==> src/design/mks_pkg.sv <==
package mks_pkg;

  localparam int MAX_PIXELS = 262144;
  localparam int ADDR_W     = $clog2(MAX_PIXELS);
  localparam int ACNT_W     = ADDR_W + 1;

  localparam int PIX_W      = 8;
  localparam int CNT_W      = 19;
  localparam int TIME_W     = 24;
  localparam int STEP_W     = 10;
  localparam int LIM_W      = 16;
  localparam int KIND_W     = 3;
  localparam int CFG_IDX_W  = 3;
  localparam int CFG_DATA_W = 19;

  localparam logic [CNT_W-1:0]  CNT_MAX     = '1;
  localparam logic [TIME_W-1:0] TIME_MAX    = '1;
  localparam logic [STEP_W-1:0] COARSE_STEP = 10'd100;
  localparam logic [TIME_W:0]   MIN_GAP     = 25'd2;

  localparam int QDEPTH = 4;
  localparam int QPTR_W = $clog2(QDEPTH);
  localparam int QLVL_W = $clog2(QDEPTH + 1);

  typedef enum logic [KIND_W-1:0] {
    KIND_NONE      = 3'd0,
    KIND_INITIAL   = 3'd1,
    KIND_PRE_SPIKE = 3'd2,
    KIND_LEADING   = 3'd3,
    KIND_BURST     = 3'd4,
    KIND_SETTLED   = 3'd5
  } emit_kind_t;

  typedef enum logic [CFG_IDX_W-1:0] {
    CFG_DIFF_THRESHOLD = 3'd0,
    CFG_STILL_LIMIT    = 3'd1,
    CFG_SPIKE_LIMIT    = 3'd2,
    CFG_FINE_STEP      = 3'd3,
    CFG_COARSE_DELAY   = 3'd4,
    CFG_BURST_CAP      = 3'd5,
    CFG_SETTLE         = 3'd6
  } cfg_index_t;

  typedef struct packed {
    logic [PIX_W-1:0]  diff_threshold;
    logic [CNT_W-1:0]  still_count_limit;
    logic [CNT_W-1:0]  spike_count_limit;
    logic [STEP_W-1:0] fine_step_cs;
    logic [LIM_W-1:0]  coarse_delay_cs;
    logic [LIM_W-1:0]  burst_cap_cs;
    logic [LIM_W-1:0]  settle_cs;
  } cfg_t;

  typedef struct packed {
    logic [CNT_W-1:0]  count;
    logic              prev_valid;
    logic              fresh;
    logic [TIME_W-1:0] frame_time;
  } frame_word_t;

  typedef struct packed {
    logic [QLVL_W-1:0] level;
    logic              full;
  } q_status_t;

endpackage

==> src/design/mks_if.sv <==


interface mks_out_if;
  logic                              valid;
  logic                              ready;
  logic [mks_pkg::KIND_W-1:0]        emit_kind;
  logic [mks_pkg::TIME_W-1:0]        emit_time_cs;
  logic [mks_pkg::STEP_W-1:0]        next_step_cs;
  logic [mks_pkg::CNT_W-1:0]         changed_count;
  logic                              motion_seen;
  logic                              spike_seen;

  modport source (output valid, emit_kind, emit_time_cs, next_step_cs, changed_count,
                  motion_seen, spike_seen, input ready);
  modport sink (input valid, emit_kind, emit_time_cs, next_step_cs, changed_count,
                motion_seen, spike_seen, output ready);
endinterface

==> src/design/mks_back.sv <==
module mks_back (
  input  logic                  clk,
  input  logic                  rst_n,
  input  mks_pkg::cfg_t         cfg,
  input  logic                  head_valid,
  input  mks_pkg::frame_word_t  head_word,
  output logic                  pop,
  mks_out_if.source             out_ch
);

  logic                       initial_done_r, initial_done_nxt;
  logic                       motion_pending_r, motion_pending_nxt;
  logic [mks_pkg::TIME_W-1:0] last_emit_r, last_emit_nxt;
  logic [mks_pkg::TIME_W-1:0] prev_time_r;
  logic [mks_pkg::TIME_W-1:0] quiet_r, quiet_nxt;
  logic [mks_pkg::TIME_W-1:0] settle_r, settle_nxt;

  logic                       out_valid_r;
  mks_pkg::emit_kind_t        kind_r, kind_nxt;
  logic [mks_pkg::TIME_W-1:0] etime_r, etime_nxt;
  logic [mks_pkg::STEP_W-1:0] step_r, step_nxt;
  logic [mks_pkg::CNT_W-1:0]  count_r;
  logic                       motion_r, spike_r;

  logic                       id, mp;
  logic [mks_pkg::TIME_W-1:0] last_e, pt, qt, st, t, last1;
  logic                       motion, spike, still, leading;
  logic [mks_pkg::TIME_W:0]   settle_sum, quiet_sum;
  logic [mks_pkg::TIME_W-1:0] settle_sat;

  assign pop = head_valid & (~out_valid_r | out_ch.ready);

  always_comb begin
    id     = head_word.fresh ? 1'b0 : initial_done_r;
    mp     = head_word.fresh ? 1'b0 : motion_pending_r;
    last_e = head_word.fresh ? '0 : last_emit_r;
    pt     = head_word.fresh ? '0 : prev_time_r;
    qt     = head_word.fresh ? '0 : quiet_r;
    st     = head_word.fresh ? '0 : settle_r;
    t      = head_word.frame_time;

    still  = head_word.prev_valid && head_word.count < cfg.still_count_limit;
    motion = ~still;
    spike  = head_word.prev_valid && !still && head_word.count > cfg.spike_count_limit;

    settle_sum = {1'b0, st} + (mks_pkg::TIME_W + 1)'(cfg.fine_step_cs);
    settle_sat = settle_sum[mks_pkg::TIME_W] ? mks_pkg::TIME_MAX
                                              : settle_sum[mks_pkg::TIME_W-1:0];

    kind_nxt           = mks_pkg::KIND_NONE;
    etime_nxt          = '0;
    initial_done_nxt   = id;
    motion_pending_nxt = mp;
    last_emit_nxt      = last_e;
    settle_nxt         = st;
    leading            = 1'b0;
    last1              = last_e;

    if (!id) begin
      kind_nxt         = mks_pkg::KIND_INITIAL;
      etime_nxt        = t;
      initial_done_nxt = 1'b1;
      last_emit_nxt    = t;
    end else if (spike && mp && pt != '0) begin
      if ({1'b0, pt} > {1'b0, last_e} + mks_pkg::MIN_GAP) begin
        kind_nxt      = mks_pkg::KIND_PRE_SPIKE;
        etime_nxt     = pt;
        last_emit_nxt = pt;
      end
      motion_pending_nxt = 1'b1;
    end else if (motion) begin
      leading = !mp && ({1'b0, t} > {1'b0, last_e} + mks_pkg::MIN_GAP);
      if (leading) begin
        kind_nxt      = mks_pkg::KIND_LEADING;
        etime_nxt     = t;
        last_emit_nxt = t;
        last1         = t;
      end
      motion_pending_nxt = 1'b1;
      if ({1'b0, t} > {1'b0, last1} + (mks_pkg::TIME_W + 1)'(cfg.burst_cap_cs)) begin
        kind_nxt      = mks_pkg::KIND_BURST;
        etime_nxt     = t;
        last_emit_nxt = t;
      end
    end else if (mp) begin
      settle_nxt = settle_sat;
      if (settle_sat >= mks_pkg::TIME_W'(cfg.settle_cs)) begin
        kind_nxt           = mks_pkg::KIND_SETTLED;
        etime_nxt          = t;
        motion_pending_nxt = 1'b0;
        settle_nxt         = '0;
        last_emit_nxt      = t;
      end
    end

    step_nxt = (qt >= mks_pkg::TIME_W'(cfg.coarse_delay_cs) && !motion_pending_nxt)
               ? mks_pkg::COARSE_STEP : cfg.fine_step_cs;
    quiet_sum = {1'b0, qt} + (mks_pkg::TIME_W + 1)'(step_nxt);
    if (motion) begin
      quiet_nxt  = '0;
      settle_nxt = '0;
    end else begin
      quiet_nxt = quiet_sum[mks_pkg::TIME_W] ? mks_pkg::TIME_MAX
                                              : quiet_sum[mks_pkg::TIME_W-1:0];
    end
  end

  always_ff @(posedge clk) begin
    if (!rst_n) begin
      initial_done_r   <= 1'b0;
      motion_pending_r <= 1'b0;
      last_emit_r      <= '0;
      prev_time_r      <= '0;
      quiet_r          <= '0;
      settle_r         <= '0;
      out_valid_r      <= 1'b0;
    end else begin
      if (pop) begin
        initial_done_r   <= initial_done_nxt;
        motion_pending_r <= motion_pending_nxt;
        last_emit_r      <= last_emit_nxt;
        prev_time_r      <= t;
        quiet_r          <= quiet_nxt;
        settle_r         <= settle_nxt;
        out_valid_r      <= 1'b1;
      end else if (out_ch.ready) begin
        out_valid_r <= 1'b0;
      end
    end
    if (pop) begin
      kind_r   <= kind_nxt;
      etime_r  <= etime_nxt;
      step_r   <= step_nxt;
      count_r  <= head_word.count;
      motion_r <= motion;
      spike_r  <= spike;
    end
  end

  assign out_ch.valid         = out_valid_r;
  assign out_ch.emit_kind     = kind_r;
  assign out_ch.emit_time_cs  = etime_r;
  assign out_ch.next_step_cs  = step_r;
  assign out_ch.changed_count = count_r;
  assign out_ch.motion_seen   = motion_r;
  assign out_ch.spike_seen    = spike_r;

endmodule

==> src/flat_wrapper.sv <==
// flat-port wrapper written by rule: the top's interface ports become plain ports
module mks_back_flat 
  (clk, rst_n, cfg, head_valid, head_word, pop, out_ch_valid, out_ch_emit_kind, out_ch_emit_time_cs, out_ch_next_step_cs, out_ch_changed_count, out_ch_motion_seen, out_ch_spike_seen, out_ch_ready);
  mks_out_if out_ch_i ();
  input  logic clk;
  input  logic rst_n;
  input  mks_pkg::cfg_t cfg;
  input  logic head_valid;
  input  mks_pkg::frame_word_t head_word;
  output logic pop;
  output wire logic [$bits(out_ch_i.valid)-1:0] out_ch_valid;
  output wire logic [$bits(out_ch_i.emit_kind)-1:0] out_ch_emit_kind;
  output wire logic [$bits(out_ch_i.emit_time_cs)-1:0] out_ch_emit_time_cs;
  output wire logic [$bits(out_ch_i.next_step_cs)-1:0] out_ch_next_step_cs;
  output wire logic [$bits(out_ch_i.changed_count)-1:0] out_ch_changed_count;
  output wire logic [$bits(out_ch_i.motion_seen)-1:0] out_ch_motion_seen;
  output wire logic [$bits(out_ch_i.spike_seen)-1:0] out_ch_spike_seen;
  input wire logic [$bits(out_ch_i.ready)-1:0] out_ch_ready;
  assign out_ch_valid = out_ch_i.valid;
  assign out_ch_emit_kind = out_ch_i.emit_kind;
  assign out_ch_emit_time_cs = out_ch_i.emit_time_cs;
  assign out_ch_next_step_cs = out_ch_i.next_step_cs;
  assign out_ch_changed_count = out_ch_i.changed_count;
  assign out_ch_motion_seen = out_ch_i.motion_seen;
  assign out_ch_spike_seen = out_ch_i.spike_seen;
  assign out_ch_i.ready = out_ch_ready;
  mks_back u_core (.clk(clk), .rst_n(rst_n), .cfg(cfg), .head_valid(head_valid), .head_word(head_word), .pop(pop), .out_ch(out_ch_i));
endmodule
==> config.mk <==
export PLATFORM = sky130hd
export DESIGN_NAME = mks_back_flat
export DESIGN_NICKNAME = d
export VERILOG_FILES = /design/src/design/mks_pkg.sv /design/src/design/mks_if.sv /design/src/design/mks_back.sv /design/src/flat_wrapper.sv
export SDC_FILE = /design/constraint.sdc
export NUM_CORES = 1
export LEC_CHECK = 0
export BUFFER_PORTS_ARGS = -buffer_cell sky130_fd_sc_hd__buf_2
export CAP_MARGIN = 10
export CORE_UTILIZATION = 54
export CTS_BUF_LIST = sky130_fd_sc_hd__clkbuf_4 sky130_fd_sc_hd__clkbuf_8 sky130_fd_sc_hd__clkbuf_16
export CTS_CLUSTER_SIZE = 24
export DETAILED_ROUTE_END_ITERATION = 12
export GPL_ROUTABILITY_DRIVEN = 0
export MAX_ROUTING_LAYER = met4
export PLACE_DENSITY = 0.75
export SYNTH_ARGS = -nofsm -noshare
export SYNTH_HDL_FRONTEND = slang
export SYNTH_SLANG_ARGS = --single-unit
==> constraint.sdc <==
create_clock -name clk -period 12.8 [get_ports clk]
set_input_delay 0.64 -clock clk [delete_from_list [all_inputs] [get_ports clk]]
set_output_delay 0.64 -clock clk [all_outputs]
set_load 0.02 [all_outputs]
==> metrics, run 1 <==
cell area after synthesis 13230 um^2; vias 12770; layout cells sized above 1 0.1650; Cells after DPL between 2000 and 2500; Hold Crit Class primary input to register; DRC 0; worst setup margin roughly 1200 ps; Yosys cell types 80; IO Pins 213; Syn Area/Cell 8.347 um^2; die height between 150 and 200 um; signal arrival time at the worst endpoint 11920 ps; # Post-CTS Setup Buffers 0; CP Capture Type register; nets@finish 2087; asr flop ratio synth 0; Die ar. 25130 um^2; total grt overflow 0; Bufs on Longest Clock Path 2; initial antenna violation count 0; crit path time final 11600 ps; synth-to-layout area growth 13.79%; fmax 86.22 MHz; wire length on met2 approximately 17000 um; Total Power 1.499 mW; post-synth top area cell ha_1; R2R cell count 46; clock sink count between 150 and 200; pwr dens 99.59 nW/um^2; total CTS buffers 17; FF-to-FF End u_core.last_emit_r[18]$_SDFFE_PN0P_; CP Max Fanout 21; Hold EP u_core.out_ch.changed_count[0]$_DFFE_PP_; Yosys reg bits 157; Tcrit/Tclk final 0.9061; Worst Skew 12.49 ps; cts repair resizes 0; Slew HR 0.1773; Initial Util 0.5570; Synth top area share 0.1646; IO Port Bufs about 200; Non-Filler Instances about 2100; register area share after synthesis 0.2814; Crit Path Class primary input to register; number of core rows 56; worst vdd ir 0.07298 mV; Worst-path clk slew around 70 ps; Hold Path Cell Cnt 1; HP Start head_word[26]; antenna-violating nets left 0; Worst Max-Slew Pin Slew ~1200 ps; top routing layer in use met4; final setup fails 0; H-tree depth 4; Post-synth EDFFs 58; Hold Vio Cnt, Final 0; reg2reg setup slack between 1000 and 1500 ps; Antenna diodes 0; final WL 38350 um; Pins Over Slew Limit 0; pre-CTS WS 1131 ps; CTS tree built; Max stage delay on crit path 570 ps; HPWL after detailed placement ~28000 um; WL/cell between 15 and 20 um; CP max-delay cell or4_1; total track usage 0.3162; Gate Count Post-Synth between 1500 and 2000; register cell area after layout 3724 um^2; Final TNS setup 0 ps; Leak Pwr 6.952 nW; initial DRC count 1296; most frequent cells in the layout buf_2, ha_1, nand2_1; Clk Latency, worst-skew pair 440 ps; synth top area cells ha_1, dfxtp_1, edfxtp_1; M1 WL 16990 um; DR pass1 iterations 6; Ys Warns 0; outcome complete, no violations; syn nets 1915; Synth Flop Type dfxtp_1; CP Launch Type primary input; largest net degree at the start of global routing 67; Crit path required time 13120 ps; commonest non-fill, non-tap cell in the layout buf_2; Met3 Routed Length 3288 um; Worst R2R Start u_core.last_emit_r[1]$_SDFFE_PN0P_; Final Core Density 0.6338; Max Cap Violations 0; number of vias per cell 6.112; die width 158.5 um; hold buffer count at CTS 0; RSZ-0062 raised after global routing no; fillers 2083; core area approximately 24000 um^2; Multi-input gate area 8828 um^2; first-pass GRT wire length 60120 um; vias in the first global route between 10000 and 15000; root buf cell clkbuf_16
[cell usage after synthesis (6+ instances only)]
library cell	number
ha_1	174
nand2_1	169
a21oi_1	118
nor2_1	105
inv_1	103
dfxtp_1	99
nor2b_1	84
o21ai_0	79
edfxtp_1	58
clkbuf_1	47
xnor2_1	44
a21o_1	41
nand3_1	39
nand4_1	35
and3_1	31
xor2_1	27
a22o_1	25
nand2b_1	17
nor3_1	17
a22oi_1	16
and2_1	15
mux2i_1	15
nor4_1	14
a221o_1	13
o211ai_1	12
o21a_1	12
buf_1	11
mux2_2	11
o21bai_1	11
a211oi_1	10
a31oi_1	10
and4_1	9
o221a_2	8
a221oi_1	7
o221ai_1	6
[cell type report]
type | count | area share
Multi-Input combinational cell | 1257 | 0.5864
Clock inverter | 12 | 0.008062
Tap cell | 319 | 0.02651
Sequential cell | 157 | 0.2473
Clock buffer | 20 | 0.02975
Timing Repair Buffer | 220 | 0.07580
Inverter | 104 | 0.02610
[sequential cells by signal, summed over array words and instances, names as in the netlist, 3 cells and up]
signal,cells
u_core.quiet_r,24
u_core.settle_r,24
u_core.out_ch.emit_time_cs,24
u_core.out_ch.emit_kind,3
u_core.out_ch.changed_count,19
u_core.last_emit_r,24
u_core.out_ch.next_step_cs,10
u_core.prev_time_r,24
[critical path: cells and delay by family]
| family | cells | cell delay [ps] |
|---|---|---|
| AND/OR/NAND/NOR | 19 | 4530 |
| adder cells (fa/ha/maj) | 5 | 1360 |
| buffers and inverters | 4 | 1090 |
| XOR/XNOR | 1 | 180 |
| AO/OA/AOI/OAI | 18 | 4050 |
[metrics by stage]
step | hold slack (ps) | instance area, um^2
2_1_floorplan | 417.3 | 13230
3_3_place_gp | 429.9 | 14490
3_5_place_dp | 439.1 | 14490
4_1_cts | 394.0 | 15050
5_1_grt | 399.4 | 15050
6_report | 405.5 | 15050
[per-layer routing]
| layer | up-vias | global-route usage |
|---|---|---|
| met5 | - | - |
| li1 | 6116 | - |
| met1 | 6038 | 0.4121 |
| met2 | 549 | 0.4956 |
| met4 | 0 | 0.09432 |
| met3 | 64 | 0.06070 |
[worst max-delay path by stage]
stage / from / to / cells after the start
detailed placement: head_word[24] / u_core.last_emit_r[18]$_SDFFE_PN0P_ / 47
global route: head_word[24] / u_core.last_emit_r[18]$_SDFFE_PN0P_ / 46
finish: head_word[24] / u_core.last_emit_r[18]$_SDFFE_PN0P_ / 47
floorplan: head_word[24] / u_core.last_emit_r[11]$_SDFFE_PN0P_ / 52
CTS: head_word[24] / u_core.last_emit_r[18]$_SDFFE_PN0P_ / 47
global placement: head_word[24] / u_core.last_emit_r[10]$_SDFFE_PN0P_ / 47
[cells by family (layout without fill, tap and decap cells)]
| family | count (synthesis) | count (layout) | share of synthesized area |
|---|---|---|---|
| flip-flops | 157 | 157 | 0.2814 |
| AO/OA/AOI/OAI | 412 | 412 | 0.2102 |
| multiplexers | 27 | 27 | 0.02175 |
| buffers and inverters | 171 | 356 | 0.05145 |
| adder cells (fa/ha/maj) | 177 | 177 | 0.1691 |
| XOR/XNOR | 71 | 71 | 0.04700 |
| AND/OR/NAND/NOR | 570 | 570 | 0.2190 |
[power by group]
part	internal, mW	total [mW]	switching [mW]
Combinational	0.173	0.427	0.254
Sequential	0.544	0.564	0.0200
Clock	0.292	0.508	0.217
Total	1.01	1.50	0.490
Power figures use the tool's default switching activity.
==> run 2, diff against run 1 <==
==> constraint.sdc (replaced) <==
create_clock -name clk -period 13.73 [get_ports clk]
set_input_delay 0.6865 -clock clk [delete_from_list [all_inputs] [get_ports clk]]
set_output_delay 0.6865 -clock clk [all_outputs]
set_load 0.02 [all_outputs]
==> run 2 against run 1 <==
Effect of this change:
- global-route usage rose by 0.086 points
- first-iteration DRC count fell by 5.7%
- setup slack improved by 64 ps
- critical path type is now register to register
- critical path depth fell by 4
- hold slack improved by 41 ps
- register-to-register slack improved by 30 ps
- die area did not move
==> metrics, run 2 (synthesis gave the netlist of run 1 again) <==
signal arrival time at the worst endpoint 12840 ps (was 11920 ps); sequential power share 0.380 (was 0.376); initial DRC count 1222 (was 1296); WL/cell 18.28 um (was 18.36 um); Total Power 1.382 mW (was 1.499 mW); Bufs on Longest Clock Path 2 (unchanged); number of vias per cell 6.057 (was 6.112); outcome complete, no violations (unchanged); synth-to-layout area growth 13.48% (was 13.79%); Leak Pwr 6.940 nW (was 6.952 nW); antenna-violating nets left 0 (unchanged); first-pass GRT wire length 60690 um (was 60120 um); Cell Int Power 0.9229 mW (was 1.009 mW); most frequent cells in the layout buf_2, ha_1, nand2_1 (unchanged); Worst Skew 15.70 ps (was 12.49 ps); CP Launch Type register (was primary input); number of core rows 56 (unchanged); hold buffer count at CTS 0 (unchanged); total grt overflow 0 (unchanged); CP max-delay cell o211ai_4 (was or4_1); cts repair resizes 0 (unchanged); final setup fails 0 (unchanged); # Post-CTS Setup Buffers 0 (unchanged); Slew HR 0.2136 (was 0.1773); crit path time final 12460 ps; Max Cap Violations 0 (unchanged); switching power 0.4594 mW (was 0.4904 mW); Worst-path clk slew 70 ps (about the same); pwr dens 92.07 nW/um^2 (was 99.59 nW/um^2); Crit Path Class register to register (was primary input to register); HPWL after detailed placement 28180 um (was 28360 um); root buf cell clkbuf_16 (unchanged); IO Port Bufs 204 (unchanged); final WL 38120 um (was 38350 um); commonest non-fill, non-tap cell in the layout buf_2 (unchanged); Die ar. 25130 um^2 (unchanged); fillers 2086 (was 2083); Crit path required time 14110 ps (was 13120 ps); DR pass1 iterations 7 (was 6); clock sink count 157 (unchanged); Clk Latency, worst-skew pair 440 ps (about the same); fmax 80.23 MHz; largest net degree at the start of global routing 86 (was 67); Post-Place Cell Area 14460 um^2 (was 14490 um^2); Final Cell Area 15010 um^2 (was 15050 um^2); initial antenna violation count 1 (was 0); total CTS buffers 17 (unchanged); vias 12640 (was 12770); Final Core Density 0.6321 (was 0.6338); Initial Util 0.5570 (unchanged); Hold Vio Cnt, Final 0 (unchanged); Pins Over Slew Limit 0 (unchanged); vias in the first global route 11860 (about the same); worst vdd ir 0.07268 mV (was 0.07298 mV); nets@finish 2083 (was 2087); Hold Crit Class primary input to register (unchanged); CP Capture Type register (unchanged); DRC 0 (unchanged); IO Pins 213 (unchanged); CTS tree built (unchanged); Tcrit/Tclk final 0.9078; register cell area after layout 3724 um^2 (unchanged); Worst Max-Slew Pin Slew 1175 ps (was 1229 ps); layout cells sized above 1 0.1648 (was 0.1650); clock network power share 0.332 (was 0.339); Final TNS setup 0 ps (unchanged); most used cell, CP a21oi_1; RSZ-0062 raised after global routing no (unchanged); Max stage delay on crit path 760 ps (was 570 ps); Comb power frac 0.288 (was 0.285); switching share of total power 0.3323 (was 0.3271); CP Max Fanout 24 (was 21); H-tree depth 4 (unchanged); core area 23750 um^2 (unchanged); die width 158.5 um (unchanged); die height 158.5 um (unchanged); Multi-input gate area 8828 um^2 (unchanged); total track usage 0.3171 (was 0.3162)
-- run 2: changes by cell type in the layout (fill, tap and decap cells not counted), moves of 2 or more --
| cell | delta |
|---|---|
| buf_4 | -4 |
| bufinv_16 | -2 |
| clkinvlp_4 | -2 |
| inv_4 | +2 |
| clkinv_1 | -3 |
-- run 2: power by group through the flow --
| stage | Clock [mW] | Combinational [mW] | Sequential, mW |
|---|---|---|---|
| final | 0.459 | 0.398 | 0.526 |
| after global placement | 0 | 0.378 | 0.534 |
| after floorplan | 0 | 0.259 | 0.544 |
| after detailed placement | 0 | 0.389 | 0.534 |
| after global routing | 0.480 | 0.438 | 0.528 |
| after CTS | 0.463 | 0.393 | 0.524 |
-- run 2: critical path: cells and delay by family, from the launching register on --
| kind | cells | cell delay [ps] |
|---|---|---|
| DFF | 1 | 420 |
| and+or+nand+nor | 21 | 5910 |
| adders and majority gates | 4 | 1100 |
| AOI/OAI and AO/OA | 15 | 4060 |
| muxes | 1 | 410 |
| xor gates and xnor gates | 2 | 450 |
-- run 2: final cells by class --
class                   count  share of cell area
inverters                 104             0.02617
repair buffers            216             0.07401
well taps                 319             0.02659
multi-input cells        1257              0.5881
diodes                      1           0.0001667
clock buffers              23             0.03292
clock inverters             9            0.004084
flip-flops and latches    157              0.2480
-- run 2: path summary, 6_finish.rpt --
check | cells after the start | endpoint | start | slack (ps)
max | 43 | u_core.last_emit_r[11]$_SDFFE_PN0P_ | u_core.last_emit_r[1]$_SDFFE_PN0P_ | 1270
max reg2reg | 43 | u_core.last_emit_r[11]$_SDFFE_PN0P_ | u_core.last_emit_r[1]$_SDFFE_PN0P_ | 1270
min | 1 | u_core.out_ch.changed_count[0]$_DFFE_PP_ | head_word[26] | 450
min reg2reg | 2 | u_core.quiet_r[9]$_SDFFE_PN0P_ | u_core.quiet_r[9]$_SDFFE_PN0P_ | 450
-- run 2: metal layers --
metal / routed length, um / GRT usage
met1: 16810 / 0.4241
met2: 17280 / 0.4977
met3: 3351 / 0.04709
met4: 690 / 0.08791
met5: 0 / -
-- run 2: through the flow --
stage	hold slack (ps)	worst slack (ps)	std cells
final	446.2	1266	2086
after global routing	448.5	692.3	2086
after CTS	444.0	1545	2085
after detailed placement	439.8	1178	2053
after global placement	432.3	1466	2053
after floorplan	417.3	2923	1585
