## config.mk

```make
export PLATFORM = sky130hd
export DESIGN_NAME = mks_queue
export DESIGN_NICKNAME = d
export VERILOG_FILES = /design/src/design/mks_pkg.sv /design/src/design/mks_queue.sv
export SDC_FILE = /design/constraint.sdc
export NUM_CORES = 1
export LEC_CHECK = 0
export ABC_AREA = 1
export BUFFER_PORTS_ARGS = -buffer_cell sky130_fd_sc_hd__buf_4
export CORE_ASPECT_RATIO = 1.5
export CORE_UTILIZATION = 40
export DETAILED_ROUTE_END_ITERATION = 10
export HOLD_SLACK_MARGIN = 0.1
export PLACE_DENSITY = 0.7
export SLEW_MARGIN = 10
export SYNTH_ARGS = -nofsm -noshare
export SYNTH_HDL_FRONTEND = slang
export SYNTH_SLANG_ARGS = --single-unit
```

## constraint.sdc

```tcl
create_clock -name clk -period 3.5 [get_ports clk]
set_input_delay 0.35 -clock clk [delete_from_list [all_inputs] [get_ports clk]]
set_output_delay 0.35 -clock clk [all_outputs]
set_load 0.05 [all_outputs]
```

## src/design/mks_pkg.sv

```systemverilog
package mks_pkg;

  localparam int MAX_PIXELS = 262144;
  localparam int ADDR_W     = $clog2(MAX_PIXELS);
  localparam int ACNT_W     = ADDR_W + 1;

  localparam int PIX_W      = 8;
  localparam int CNT_W      = 19;
  localparam int TIME_W     = 24;
  localparam int STEP_W     = 10;
  localparam int LIM_W      = 16;
  localparam int KIND_W     = 3;
  localparam int CFG_IDX_W  = 3;
  localparam int CFG_DATA_W = 19;

  localparam logic [CNT_W-1:0]  CNT_MAX     = '1;
  localparam logic [TIME_W-1:0] TIME_MAX    = '1;
  localparam logic [STEP_W-1:0] COARSE_STEP = 10'd100;
  localparam logic [TIME_W:0]   MIN_GAP     = 25'd2;

  localparam int QDEPTH = 4;
  localparam int QPTR_W = $clog2(QDEPTH);
  localparam int QLVL_W = $clog2(QDEPTH + 1);

  typedef enum logic [KIND_W-1:0] {
    KIND_NONE      = 3'd0,
    KIND_INITIAL   = 3'd1,
    KIND_PRE_SPIKE = 3'd2,
    KIND_LEADING   = 3'd3,
    KIND_BURST     = 3'd4,
    KIND_SETTLED   = 3'd5
  } emit_kind_t;

  typedef enum logic [CFG_IDX_W-1:0] {
    CFG_DIFF_THRESHOLD = 3'd0,
    CFG_STILL_LIMIT    = 3'd1,
    CFG_SPIKE_LIMIT    = 3'd2,
    CFG_FINE_STEP      = 3'd3,
    CFG_COARSE_DELAY   = 3'd4,
    CFG_BURST_CAP      = 3'd5,
    CFG_SETTLE         = 3'd6
  } cfg_index_t;

  typedef struct packed {
    logic [PIX_W-1:0]  diff_threshold;
    logic [CNT_W-1:0]  still_count_limit;
    logic [CNT_W-1:0]  spike_count_limit;
    logic [STEP_W-1:0] fine_step_cs;
    logic [LIM_W-1:0]  coarse_delay_cs;
    logic [LIM_W-1:0]  burst_cap_cs;
    logic [LIM_W-1:0]  settle_cs;
  } cfg_t;

  typedef struct packed {
    logic [CNT_W-1:0]  count;
    logic              prev_valid;
    logic              fresh;
    logic [TIME_W-1:0] frame_time;
  } frame_word_t;

  typedef struct packed {
    logic [QLVL_W-1:0] level;
    logic              full;
  } q_status_t;

endpackage

```

## src/design/mks_queue.sv

```systemverilog
module mks_queue (
  input  logic                  clk,
  input  logic                  rst_n,
  input  logic                  push,
  input  mks_pkg::frame_word_t  push_word,
  input  logic                  pop,
  output logic                  head_valid,
  output mks_pkg::frame_word_t  head_word,
  output mks_pkg::q_status_t    status
);

  mks_pkg::frame_word_t slot_r [mks_pkg::QDEPTH];

  logic [mks_pkg::QPTR_W-1:0] wr_ptr_r, wr_ptr_nxt;
  logic [mks_pkg::QPTR_W-1:0] rd_ptr_r, rd_ptr_nxt;
  logic [mks_pkg::QLVL_W-1:0] level_r, level_nxt;
  logic                       do_push, do_pop;

  assign status.level = level_r;
  assign status.full  = (level_r == mks_pkg::QLVL_W'(mks_pkg::QDEPTH));
  assign head_valid   = (level_r != '0);
  assign head_word    = slot_r[rd_ptr_r];

  assign do_push = push & ~status.full;
  assign do_pop  = pop & head_valid;

  always_comb begin
    wr_ptr_nxt = do_push ? wr_ptr_r + 1'b1 : wr_ptr_r;
    rd_ptr_nxt = do_pop ? rd_ptr_r + 1'b1 : rd_ptr_r;
    level_nxt  = level_r;
    if (do_push && !do_pop) begin
      level_nxt = level_r + 1'b1;
    end else if (do_pop && !do_push) begin
      level_nxt = level_r - 1'b1;
    end
  end

  always_ff @(posedge clk) begin
    if (!rst_n) begin
      wr_ptr_r <= '0;
      rd_ptr_r <= '0;
      level_r  <= '0;
    end else begin
      wr_ptr_r <= wr_ptr_nxt;
      rd_ptr_r <= rd_ptr_nxt;
      level_r  <= level_nxt;
    end
    if (do_push) begin
      slot_r[wr_ptr_r] <= push_word;
    end
  end

endmodule

```

==> results.yml, run 1 <==
clocking:
  post_cts_buffers: 0
  cts_tree: "done"
  clk_pin_slew_ns: 0.08
  cts_hold_buffers: 0
  root_buffer: "clkbuf_16"
  cts-resized-gates: 0
  cts_max_level: 4
  worstSkewPairLatency_ns: 0.43
  clock_path_buffers: 2
  numCtsBuffers: 17
  cts_sinks: 189
pwr:
  switchingPower_mw: 2.862
  irDropWorstVdd_mv: 0.6720
  internal_power_mw: 4.371
  p_seq_share_pct: 40.5
  swShare_pct: 39.57
  p_leak_nw: 3.073
  combPwrFrac_pct: 33.9
  clkPwrFrac_pct: 25.5
  power_density_nw_per_um2: 834.8
  power.total_mw: 7.232
detailed_routing:
  dr_total_vias: 4371
  final_antenna_net_count: 0
  drc: 4
  drt_iter0_drc: 310
  vias_per_cell: 5.266
  post_drt_wl_per_cell_um: 18.11
  dr.pass1.iters: 7
  routed_wl_um: 15030
timing:
  setup_viol: 0
  maxSlewHeadroom_pct: 34.33
  fin_crit_ns: 2.754
  max_freq_mhz: 363.2
  period_share_pct: 78.67
  rsz0062_at_grt: "no"
  finalClockSkew_ns: 0.01006
  tightest_slew_ns: 0.9850
  setup_tns_ns: 0
  hold_viol_final: 0
  maxSlewViolCount: 0
worst_setup_path:
  cpPeakStageDelay_ns: 0.95
  worst-r2r-setup-slack_ns: 1.32
  cp-end-kind: "output pin"
  worstPathArrival_ns: 2.40
  slowest_stage: "dfxtp_4"
  critical_path_class: "flip-flop to output pin"
  crit_path_end: "head_word[13]"
  critical_path_peak_fanout: 91
  r2r_end: "slot_r[0][8]$_DFFE_PP_"
  crit_chain: "inv_12 -> o21ai_1 -> o22ai_1 -> buf_4"
  cp.required_ns: 3.15
  rr_startpoint: "level_r[0]$_SDFFE_PN0P_"
  r2r.worst_path.cells: 5
  worst_setup_path_start_kind: "flip-flop"
floorplanning:
  dieArea_um2: 18810
  die_h_um: 167.5
  ioPinCount: 99
  coreArea_um2: 17870
  die_width_um: 112.3
  start_util_pct: 40.87
  rows: 60
logic_synthesis:
  yosys_warnings: 0
  synth_seq_area_share_pct: 76.49
  avgSynthCellArea_um2: 14.49
  ys_ff_latch: 189
  netlist_area_um2: 7302
  syn-num-nets: 559
  synth_cell_types: 24
  synthCells: 504
cells_and_area:
  postLayoutCellArea_um2: 8663
  drive_above_1_share_pct: 24.63
  finalNetCount: 655
  area_growth_pct: 18.64
  utilization_pct: 48.49
  antenna_cells: 0
global_routing:
  grt_pass1_wl_um: 23380
  grt_pass1_vias: 4536
  antenna_found_initial: 0
  grt_max_degree: 92
  grt_overflow: 0
  grt.total_usage_pct: 16.49
flow_run:
  drv_cap: 0
run_status:
  status: "finished, violations left"
  violations: "design-rule violations"
placed_design:
  dp_hpwl_um: 8819
  numPortBuffers: 98
  place_area_um2: 8088
  gp_congestion: 0.7568
hold_path:
  worstHoldPathType: "input pin to flip-flop"
-- stage by stage --
step                      cells  worst slack (ns)  hold slack, ns
final                       830            0.7464          0.1157
after global routing        830            0.5872          0.1049
after CTS                   830            0.7464          0.1078
after detailed placement    798             1.214          0.4882
after global placement      798             1.278          0.4689
after floorplan             504            0.1495          0.4489
-- logic make-up after synthesis --
family | share of synthesized area (%)
fa+ha+maj | 1.131
simple gates | 6.666
compound gates | 10.30
xor+xnor | 0.1200
buf+inv | 5.295
flops | 76.49
-- cells in the final DEF (no fill, tap or decap), drive strengths merged, types with 3 or more instances in the layout --
cell,synthesis,layout
inv,16,25
o21ai,91,91
dfxtp,9,9
nand2,15,15
o22ai,45,45
buf,28,105
clkinv,1,6
a21oi,3,3
nand3,4,4
nor2,104,104
ha,5,5
clkbuf,0,17
edfxtp,180,180
-- synthesized netlist by cell type --
| cell type | count | area (um^2) |
|---|---|---|
| edfxtp_1 | 180 | 5405 |
| nor2_1 | 103 | 386.6 |
| o21ai_1 | 60 | 300.3 |
| o22ai_1 | 45 | 281.5 |
| o21ai_0 | 31 | 155.2 |
| inv_1 | 14 | 52.55 |
| nand2_1 | 11 | 41.29 |
| dfxtp_1 | 9 | 180.2 |
| buf_2 | 8 | 40.04 |
| buf_6 | 7 | 78.83 |
| buf_12 | 5 | 100.1 |
| ha_1 | 5 | 62.56 |
| buf_4 | 4 | 30.03 |
| buf_8 | 4 | 60.06 |
| nand2_2 | 4 | 25.02 |
| nand3_1 | 4 | 20.02 |
| a21oi_1 | 3 | 15.01 |
| clkinv_2 | 1 | 5.000 |
| fa_1 | 1 | 20.02 |
| inv_12 | 1 | 16.27 |
| inv_2 | 1 | 3.750 |
| nand3b_1 | 1 | 7.510 |
| nor2_2 | 1 | 6.260 |
| xor2_1 | 1 | 8.760 |
-- power groups by stage --
stage	Sequential [mW]	Clock [mW]	Combinational [mW]
global route	2.96	1.97	2.59
finish	2.93	1.85	2.45
CTS	2.93	1.87	2.48
global placement	2.97	0	2.43
floorplan	2.91	0	1.91
detailed placement	2.98	0	2.47
-- per-layer routing --
metal	track usage (%)	up-vias	part of all wire (%)
li1	-	2063	-
met1	19.24	2161	40
met2	28.92	125	53
met3	3.728	22	5.2
met4	7.304	0	2.2
met5	0	-	0
-- cell type report --
cell class | count | area, um^2
Clock buffer | 17 | 425.4
Clock inverter | 15 | 150.1
Fill cell | 1536 | 9204
Inverter | 17 | 77.57
Multi-Input combinational cell | 270 | 1360
Sequential cell | 189 | 5590
Tap cell | 217 | 271.5
Timing Repair Buffer | 105 | 788.3
-- state kept, by name, summed over array words and instances, names as in the netlist, named ones only --
name      cells
slot_r      180
rd_ptr_r      2
level_r       3
wr_ptr_r      2
-- critical path: cells and delay by family (launching register included) --
family | cells | cell delay [ns]
AO/OA/AOI/OAI | 2 | 0.39
buffers and inverters | 2 | 0.51
flip-flops | 1 | 0.95
-- worst min path at each step --
stage                                   from                      end  slack, ns  depth (start not counted)
floorplan                       push_word[0]   slot_r[0][0]$_DFFE_PP_       0.45                          0
global placement    rd_ptr_r[1]$_SDFFE_PN0P_                flip-flop       0.47                          2
detailed placement  rd_ptr_r[0]$_SDFFE_PN0P_                flip-flop       0.49                          2
CTS                            push_word[12]  slot_r[1][12]$_DFFE_PP_       0.11                          1
global route                   push_word[17]  slot_r[2][17]$_DFFE_PP_       0.10                          1
finish                          push_word[7]   slot_r[0][7]$_DFFE_PP_       0.12                          1
No activity file was read; power rests on OpenSTA's default activity.
==> run 2, diff against run 1 <==
--- a/config.mk
+++ b/config.mk
@@ -5,13 +5,13 @@
 export SDC_FILE = /design/constraint.sdc
 export NUM_CORES = 1
 export LEC_CHECK = 0
-export ABC_AREA = 1
+export ABC_AREA = 0
 export BUFFER_PORTS_ARGS = -buffer_cell sky130_fd_sc_hd__buf_4
 export CORE_ASPECT_RATIO = 1.5
 export CORE_UTILIZATION = 40
 export DETAILED_ROUTE_END_ITERATION = 10
 export HOLD_SLACK_MARGIN = 0.1
-export PLACE_DENSITY = 0.7
+export PLACE_DENSITY = 0.72
 export SLEW_MARGIN = 10
 export SYNTH_ARGS = -nofsm -noshare
 export SYNTH_HDL_FRONTEND = slang
==> constraint.sdc (replaced) <==
create_clock -name clk -period 2.5 [get_ports clk]
set_input_delay 0.25 -clock clk [delete_from_list [all_inputs] [get_ports clk]]
set_output_delay 0.25 -clock clk [all_outputs]
set_load 0.05 [all_outputs]
==> results.yml, run 2 <==
logic_synthesis:
  synth_seq_area_share_pct: 79.57
  ys_top_cells_by_area: "edfxtp_1 (77%), mux4_2 (14%), dfxtp_1 (2.6%)"
  ys_top_cells_by_count: "edfxtp_1 (180), mux4_2 (45), dfxtp_1 (9), and2_1 (8)"
  synthCells: 283
  synth_mux_area_share_pct: 14.87
  synthArstFlopShare_pct: 0
  synth_cell_types: 23
  ys_ff_latch: 189
  netlist_area_um2: 7019
  synth_compound_area_share_pct: 0.4813
  syn-num-nets: 338
  synth_top_family_by_area: "multiplexers"
  synth.largest_area_cell: "edfxtp_1"
  avgSynthCellArea_um2: 24.80
  ys.flop_type: "edfxtp_1"
  synthSimpleGateAreaFrac_pct: 1.462
  synth_fa_ha_area_share_pct: 1.176
  yosys_warnings: 0
  synth-edff-count: 180
  synth_top_area_share_pct: 77.01
  yosysMostFrequentCell: "edfxtp_1"
  synthXorXnorAreaFrac_pct: 0.4991
pwr:
  p_leak_nw: 3.117
  power.total_mw: 10.08
  power_density_nw_per_um2: 1111
  irDropWorstVdd_mv: 0.6758
cells_and_area:
  area_growth_pct: 29.27
  drive_above_1_share_pct: 42.36
  layout_common_cells: "edfxtp_1 (180), buf_4 (108), mux4_2 (45), dlygate4sd3_1 (45), clkbuf_16 (17)"
  largest-register: "slot_r"
  top_regs: "slot_r: 180 flops, level_r: 3 flops"
  n_fill_cell: 1386
  largest_reg_flops: 180
  instances_no_fill: 671
  finalNetCount: 500
  layout_commonest_cell: "edfxtp_1"
  antenna_cells: 0
worst_setup_path:
  worstPathArrival_ns: 1.96
  critical_path_peak_fanout: 22
  r2r.worst_path.cells: 8
  critical_path_class: "flip-flop to output pin"
  cp-end-kind: "output pin"
  worst_setup_path_start_kind: "flip-flop"
  worst-r2r-setup-slack_ns: 0.36
  rr_startpoint: "level_r[2]$_SDFFE_PN0P_"
  cp.required_ns: 2.25
floorplanning:
  coreArea_um2: 17270
  dieArea_um2: 18090
  start_util_pct: 40.63
  rows: 59
  die_h_um: 164.2
  ioPinCount: 99
  die_width_um: 110.2
flow_run:
  drv_cap: 0
global_routing:
  grt_overflow: 0
  antenna_found_initial: 0
  grt_max_degree: 46
  grt.total_usage_pct: 14.24
  grt_pass1_vias: 3542
  grt_pass1_wl_um: 18510
hold_path:
  hold_start: "rst_n"
  worstHoldPathType: "input pin to flip-flop"
  min_path_cells: 2
timing:
  period_share_pct: 88.21
  rsz0062_at_grt: "no"
  timing.final.ws_setup_ns: 0.2948
  finalClockSkew_ns: 0.01014
  fin_hold_ws_ns: 0.1158
  setup_tns_ns: 0
  setup_viol: 0
  max_freq_mhz: 453.5
  tightest_slew_ns: 0.5949
  maxSlewHeadroom_pct: 60.34
  maxSlewViolCount: 0
  fin_crit_ns: 2.205
  hold_viol_final: 0
clocking:
  cts_max_level: 4
  cts_sinks: 189
  root_buffer: "clkbuf_16"
  worstSkewPairLatency_ns: 0.41
  cts_tree: "done"
  clock_path_buffers: 2
  numCtsBuffers: 17
  post_cts_buffers: 0
  clk_pin_slew_ns: 0.07
detailed_routing:
  drt_iter0_drc: 142
  vias_per_cell: 4.978
  routed_wl_um: 12150
  post_drt_wl_per_cell_um: 18.10
  dr_total_vias: 3340
  final_antenna_net_count: 0
  dr.pass1.iters: 4
  drc: 0
placed_design:
  dpl.cell_count: 594
  gp_congestion: 0.7671
  numPortBuffers: 98
  post-place-ws_ns: 0.3895
  dp_hpwl_um: 7372
run_status:
  status: "finished, final reports clean"
==> run 2: layout make-up <==
class	count	area [um^2]	area share, %
clock buffers	18	429.2	4.730
clock inverters	14	162.7	1.793
inverters	3	11.26	0.1241
multi-input cells	79	1309	14.42
flip-flops and latches	189	5594	61.65
well taps	213	266.5	2.937
repair buffers	155	1301	14.34
==> run 2: worst max-delay path, cell delays in order, from the launching register on <==
cell and delay [ns]:
dfxtp_2 0.71, buf_12 0.26, mux4_2 0.35, buf_4 0.21
==> run 2: worst paths after layout <==
path | end
hold / removal | rd_ptr_r[0]$_SDFFE_PN0P_
hold reg to reg | wr_ptr_r[1]$_SDFFE_PN0P_
setup reg to reg | level_r[2]$_SDFFE_PN0P_
setup / recovery | head_word[9]
==> run 2: layer usage <==
layer	up-vias	GRT usage [%]	part of all wire, %
met5	-	0	0
li1	1511	-	-
met4	0	5.622	1.5
met2	63	25.14	55
met1	1752	16.81	40
met3	14	2.897	2.9
==> run 2: logic make-up (layout without fill, tap and decap cells) <==
logic type | count (synthesis) | in the layout
xor+xnor | 4 | 4
compound gates | 4 | 4
flops | 189 | 189
fa+ha+maj | 6 | 6
mux | 48 | 48
buf+inv | 15 | 190
simple gates | 17 | 17
==> run 2: power breakdown <==
part / switching (mW) / internal, mW
logic: 2.18 / 1.28
registers: 0.144 / 3.85
clock network: 1.13 / 1.50
total: 3.45 / 6.63
==> run 2: what timing repair did <==
item / in CTS / in global routing
hold endpoints to repair: 180 / 0
hold buffers: 45 / 0
resized for setup: 0 / 0
==> run 2: through the flow <==
stage,cell area (um^2),utilization [%]
6_report,9074,52.53
5_1_grt,9074,52.53
4_1_cts,9074,52.53
3_5_place_dp,8031,46.49
3_3_place_gp,8031,46.49
2_1_floorplan,7034,-
==> run 3, diff against run 2 <==
--- a/config.mk
+++ b/config.mk
@@ -11,6 +11,7 @@
 export CORE_UTILIZATION = 40
 export DETAILED_ROUTE_END_ITERATION = 10
 export HOLD_SLACK_MARGIN = 0.1
+export MAX_ROUTING_LAYER = met4
 export PLACE_DENSITY = 0.72
 export SLEW_MARGIN = 10
 export SYNTH_ARGS = -nofsm -noshare
==> results.yml, run 3 (synthesized netlist as in run 2, its figures left out) <==
clocking:
  cts_hold_buffers: 45
  clk_pin_slew_ns: 0.07
  worstSkewPairLatency_ns: 0.41
  cts-resized-gates: 0
  clock_path_buffers: 2
  cts_sinks: 189
  numCtsBuffers: 17
  root_buffer: "clkbuf_16"
  cts_tree: "done"
  post_cts_buffers: 0
  cts_max_level: 4
cells_and_area:
  layout_common_cells: "edfxtp_1 (180), buf_4 (108), mux4_2 (45), dlygate4sd3_1 (45), clkbuf_16 (17)"
  n_fill_cell: 1386
  layout_commonest_cell: "edfxtp_1"
  area_growth_pct: 29.27
  drive_above_1_share_pct: 42.36
  largest_reg_flops: 180
  top_regs: "slot_r: 180 flops, level_r: 3 flops"
  largest-register: "slot_r"
  utilization_pct: 52.53
  finalNetCount: 500
  instances_no_fill: 671
  antenna_cells: 0
placed_design:
  gp_congestion: 0.7773
  numPortBuffers: 98
  dp_hpwl_um: 7372
  dpl.cell_count: 594
global_routing:
  top_usage_layer: "met2"
  grt_max_degree: 46
  grt_overflow: 0
  gr-usage-met3_pct: 2.738
  antenna_found_initial: 0
  grt.total_usage_pct: 14.67
  use_met1_pct: 16.98
  met2_usage_pct: 25.11
  grt_pass1_wl_um: 18530
  grt_pass1_vias: 3536
worst_setup_path:
  r2r.worst_path.cells: 8
  cp-end-kind: "output pin"
  crit_buf_inv: 2
  worst_setup_path_start_kind: "flip-flop"
  rr_startpoint: "level_r[2]$_SDFFE_PN0P_"
  crit_path_end: "head_word[0]"
  worstPathArrival_ns: 1.95
  r2r_end: "level_r[2]$_SDFFE_PN0P_"
  cpPeakStageDelay_ns: 0.71
  critical_path_class: "flip-flop to output pin"
  critical_path_peak_fanout: 22
  cp.required_ns: 2.25
  slowest_stage: "dfxtp_2"
  crit_chain: "buf_12 -> mux4_2 -> buf_4"
  worst-r2r-setup-slack_ns: 0.36
  worst_path_dominant_cell_family: "flip-flops"
  cp.depth: 3
floorplanning:
  ioPinCount: 99
  start_util_pct: 40.63
  die_h_um: 164.2
  rows: 59
  dieArea_um2: 18090
  coreArea_um2: 17270
  die_width_um: 110.2
flow_run:
  drv_cap: 0
pwr:
  swShare_pct: 34.26
  combPwrFrac_pct: 34.2
  irDropWorstVdd_mv: 0.6765
  power_density_nw_per_um2: 1111
  clkPwrFrac_pct: 26.1
  p_seq_share_pct: 39.6
  p_leak_nw: 3.117
  switchingPower_mw: 3.454
  internal_power_mw: 6.627
detailed_routing:
  dr_total_vias: 3331
  routed_wl_um: 12150
  dr.pass1.iters: 4
  drc: 0
  vias_per_cell: 4.964
  final_antenna_net_count: 0
  post_drt_wl_per_cell_um: 18.10
  drt_iter0_drc: 145
timing:
  hold_viol_final: 0
  maxSlewHeadroom_pct: 60.28
  period_share_pct: 88.11
  rsz0062_at_grt: "no"
  max_freq_mhz: 454.0
  setup_viol: 0
  finalClockSkew_ns: 0.01023
  fin_crit_ns: 2.203
  setup_tns_ns: 0
  tightest_slew_ns: 0.5959
  maxSlewViolCount: 0
run_status:
  status: "finished, final reports clean"
hold_path:
  worstHoldPathType: "input pin to flip-flop"
  hold_start: "rst_n"
run 3: final cells by class:
| class | count | area (um^2) | area share, % |
|---|---|---|---|
| Multi-Input combinational cell | 79 | 1309 | 14.42 |
| Clock buffer | 18 | 429.2 | 4.730 |
| Timing Repair Buffer | 155 | 1301 | 14.34 |
| Clock inverter | 14 | 162.7 | 1.793 |
| Tap cell | 213 | 266.5 | 2.937 |
| Sequential cell | 189 | 5594 | 61.65 |
| Inverter | 3 | 11.26 | 0.1241 |
run 3: power by group through the flow:
stage	combinational [mW]	clock, mW	sequential, mW
2_1_floorplan	2.57	0	4.06
3_3_place_gp	3.41	0	4.04
3_5_place_dp	3.45	0	4.07
4_1_cts	3.52	2.70	4.00
5_1_grt	3.63	2.82	4.03
6_report	3.45	2.63	4.00
run 3: worst min-delay path by stage:
stage                                to  slack [ns]  cells past startpoint
2_1_floorplan    slot_r[0][0]$_DFFE_PP_        0.35                      0
3_3_place_gp    slot_r[0][36]$_DFFE_PP_        0.45                      1
3_5_place_dp     slot_r[2][2]$_DFFE_PP_        0.45                      1
4_1_cts        rd_ptr_r[0]$_SDFFE_PN0P_        0.11                      2
5_1_grt        rd_ptr_r[0]$_SDFFE_PN0P_        0.11                      2
6_report       rd_ptr_r[0]$_SDFFE_PN0P_        0.12                      2
run 3: worst reg2reg max path, stage by stage, from the launching register on:
cell and delay [ns]:
dfxtp_2 0.36, nor3b_4 0.16, nor2b_1 0.21, ha_1 0.24
inv_1 0.07, fa_1 0.37, xor2_1 0.16, or3_1 0.32
a21boi_0 0.18
run 3: routing by layer:
layer	vias up	share of wire [%]
li1	1511	-
met3	13	2.7
met2	62	56
met5	-	0
met1	1745	40
met4	0	1.5
run 3: through the flow:
stage / power (mW) / area, um^2 / setup WS, ns / hold WS (ns)
final: 10.08 / 9074 / 0.2972 / 0.1177
after CTS: 10.21 / 9074 / 0.2365 / 0.1088
after floorplan: 6.625 / 7034 / 0.1368 / 0.3489
after global placement: 7.452 / 8031 / 0.5185 / 0.4486
after detailed placement: 7.521 / 8031 / 0.3895 / 0.4520
after global routing: 10.48 / 9074 / 0.2057 / 0.1091
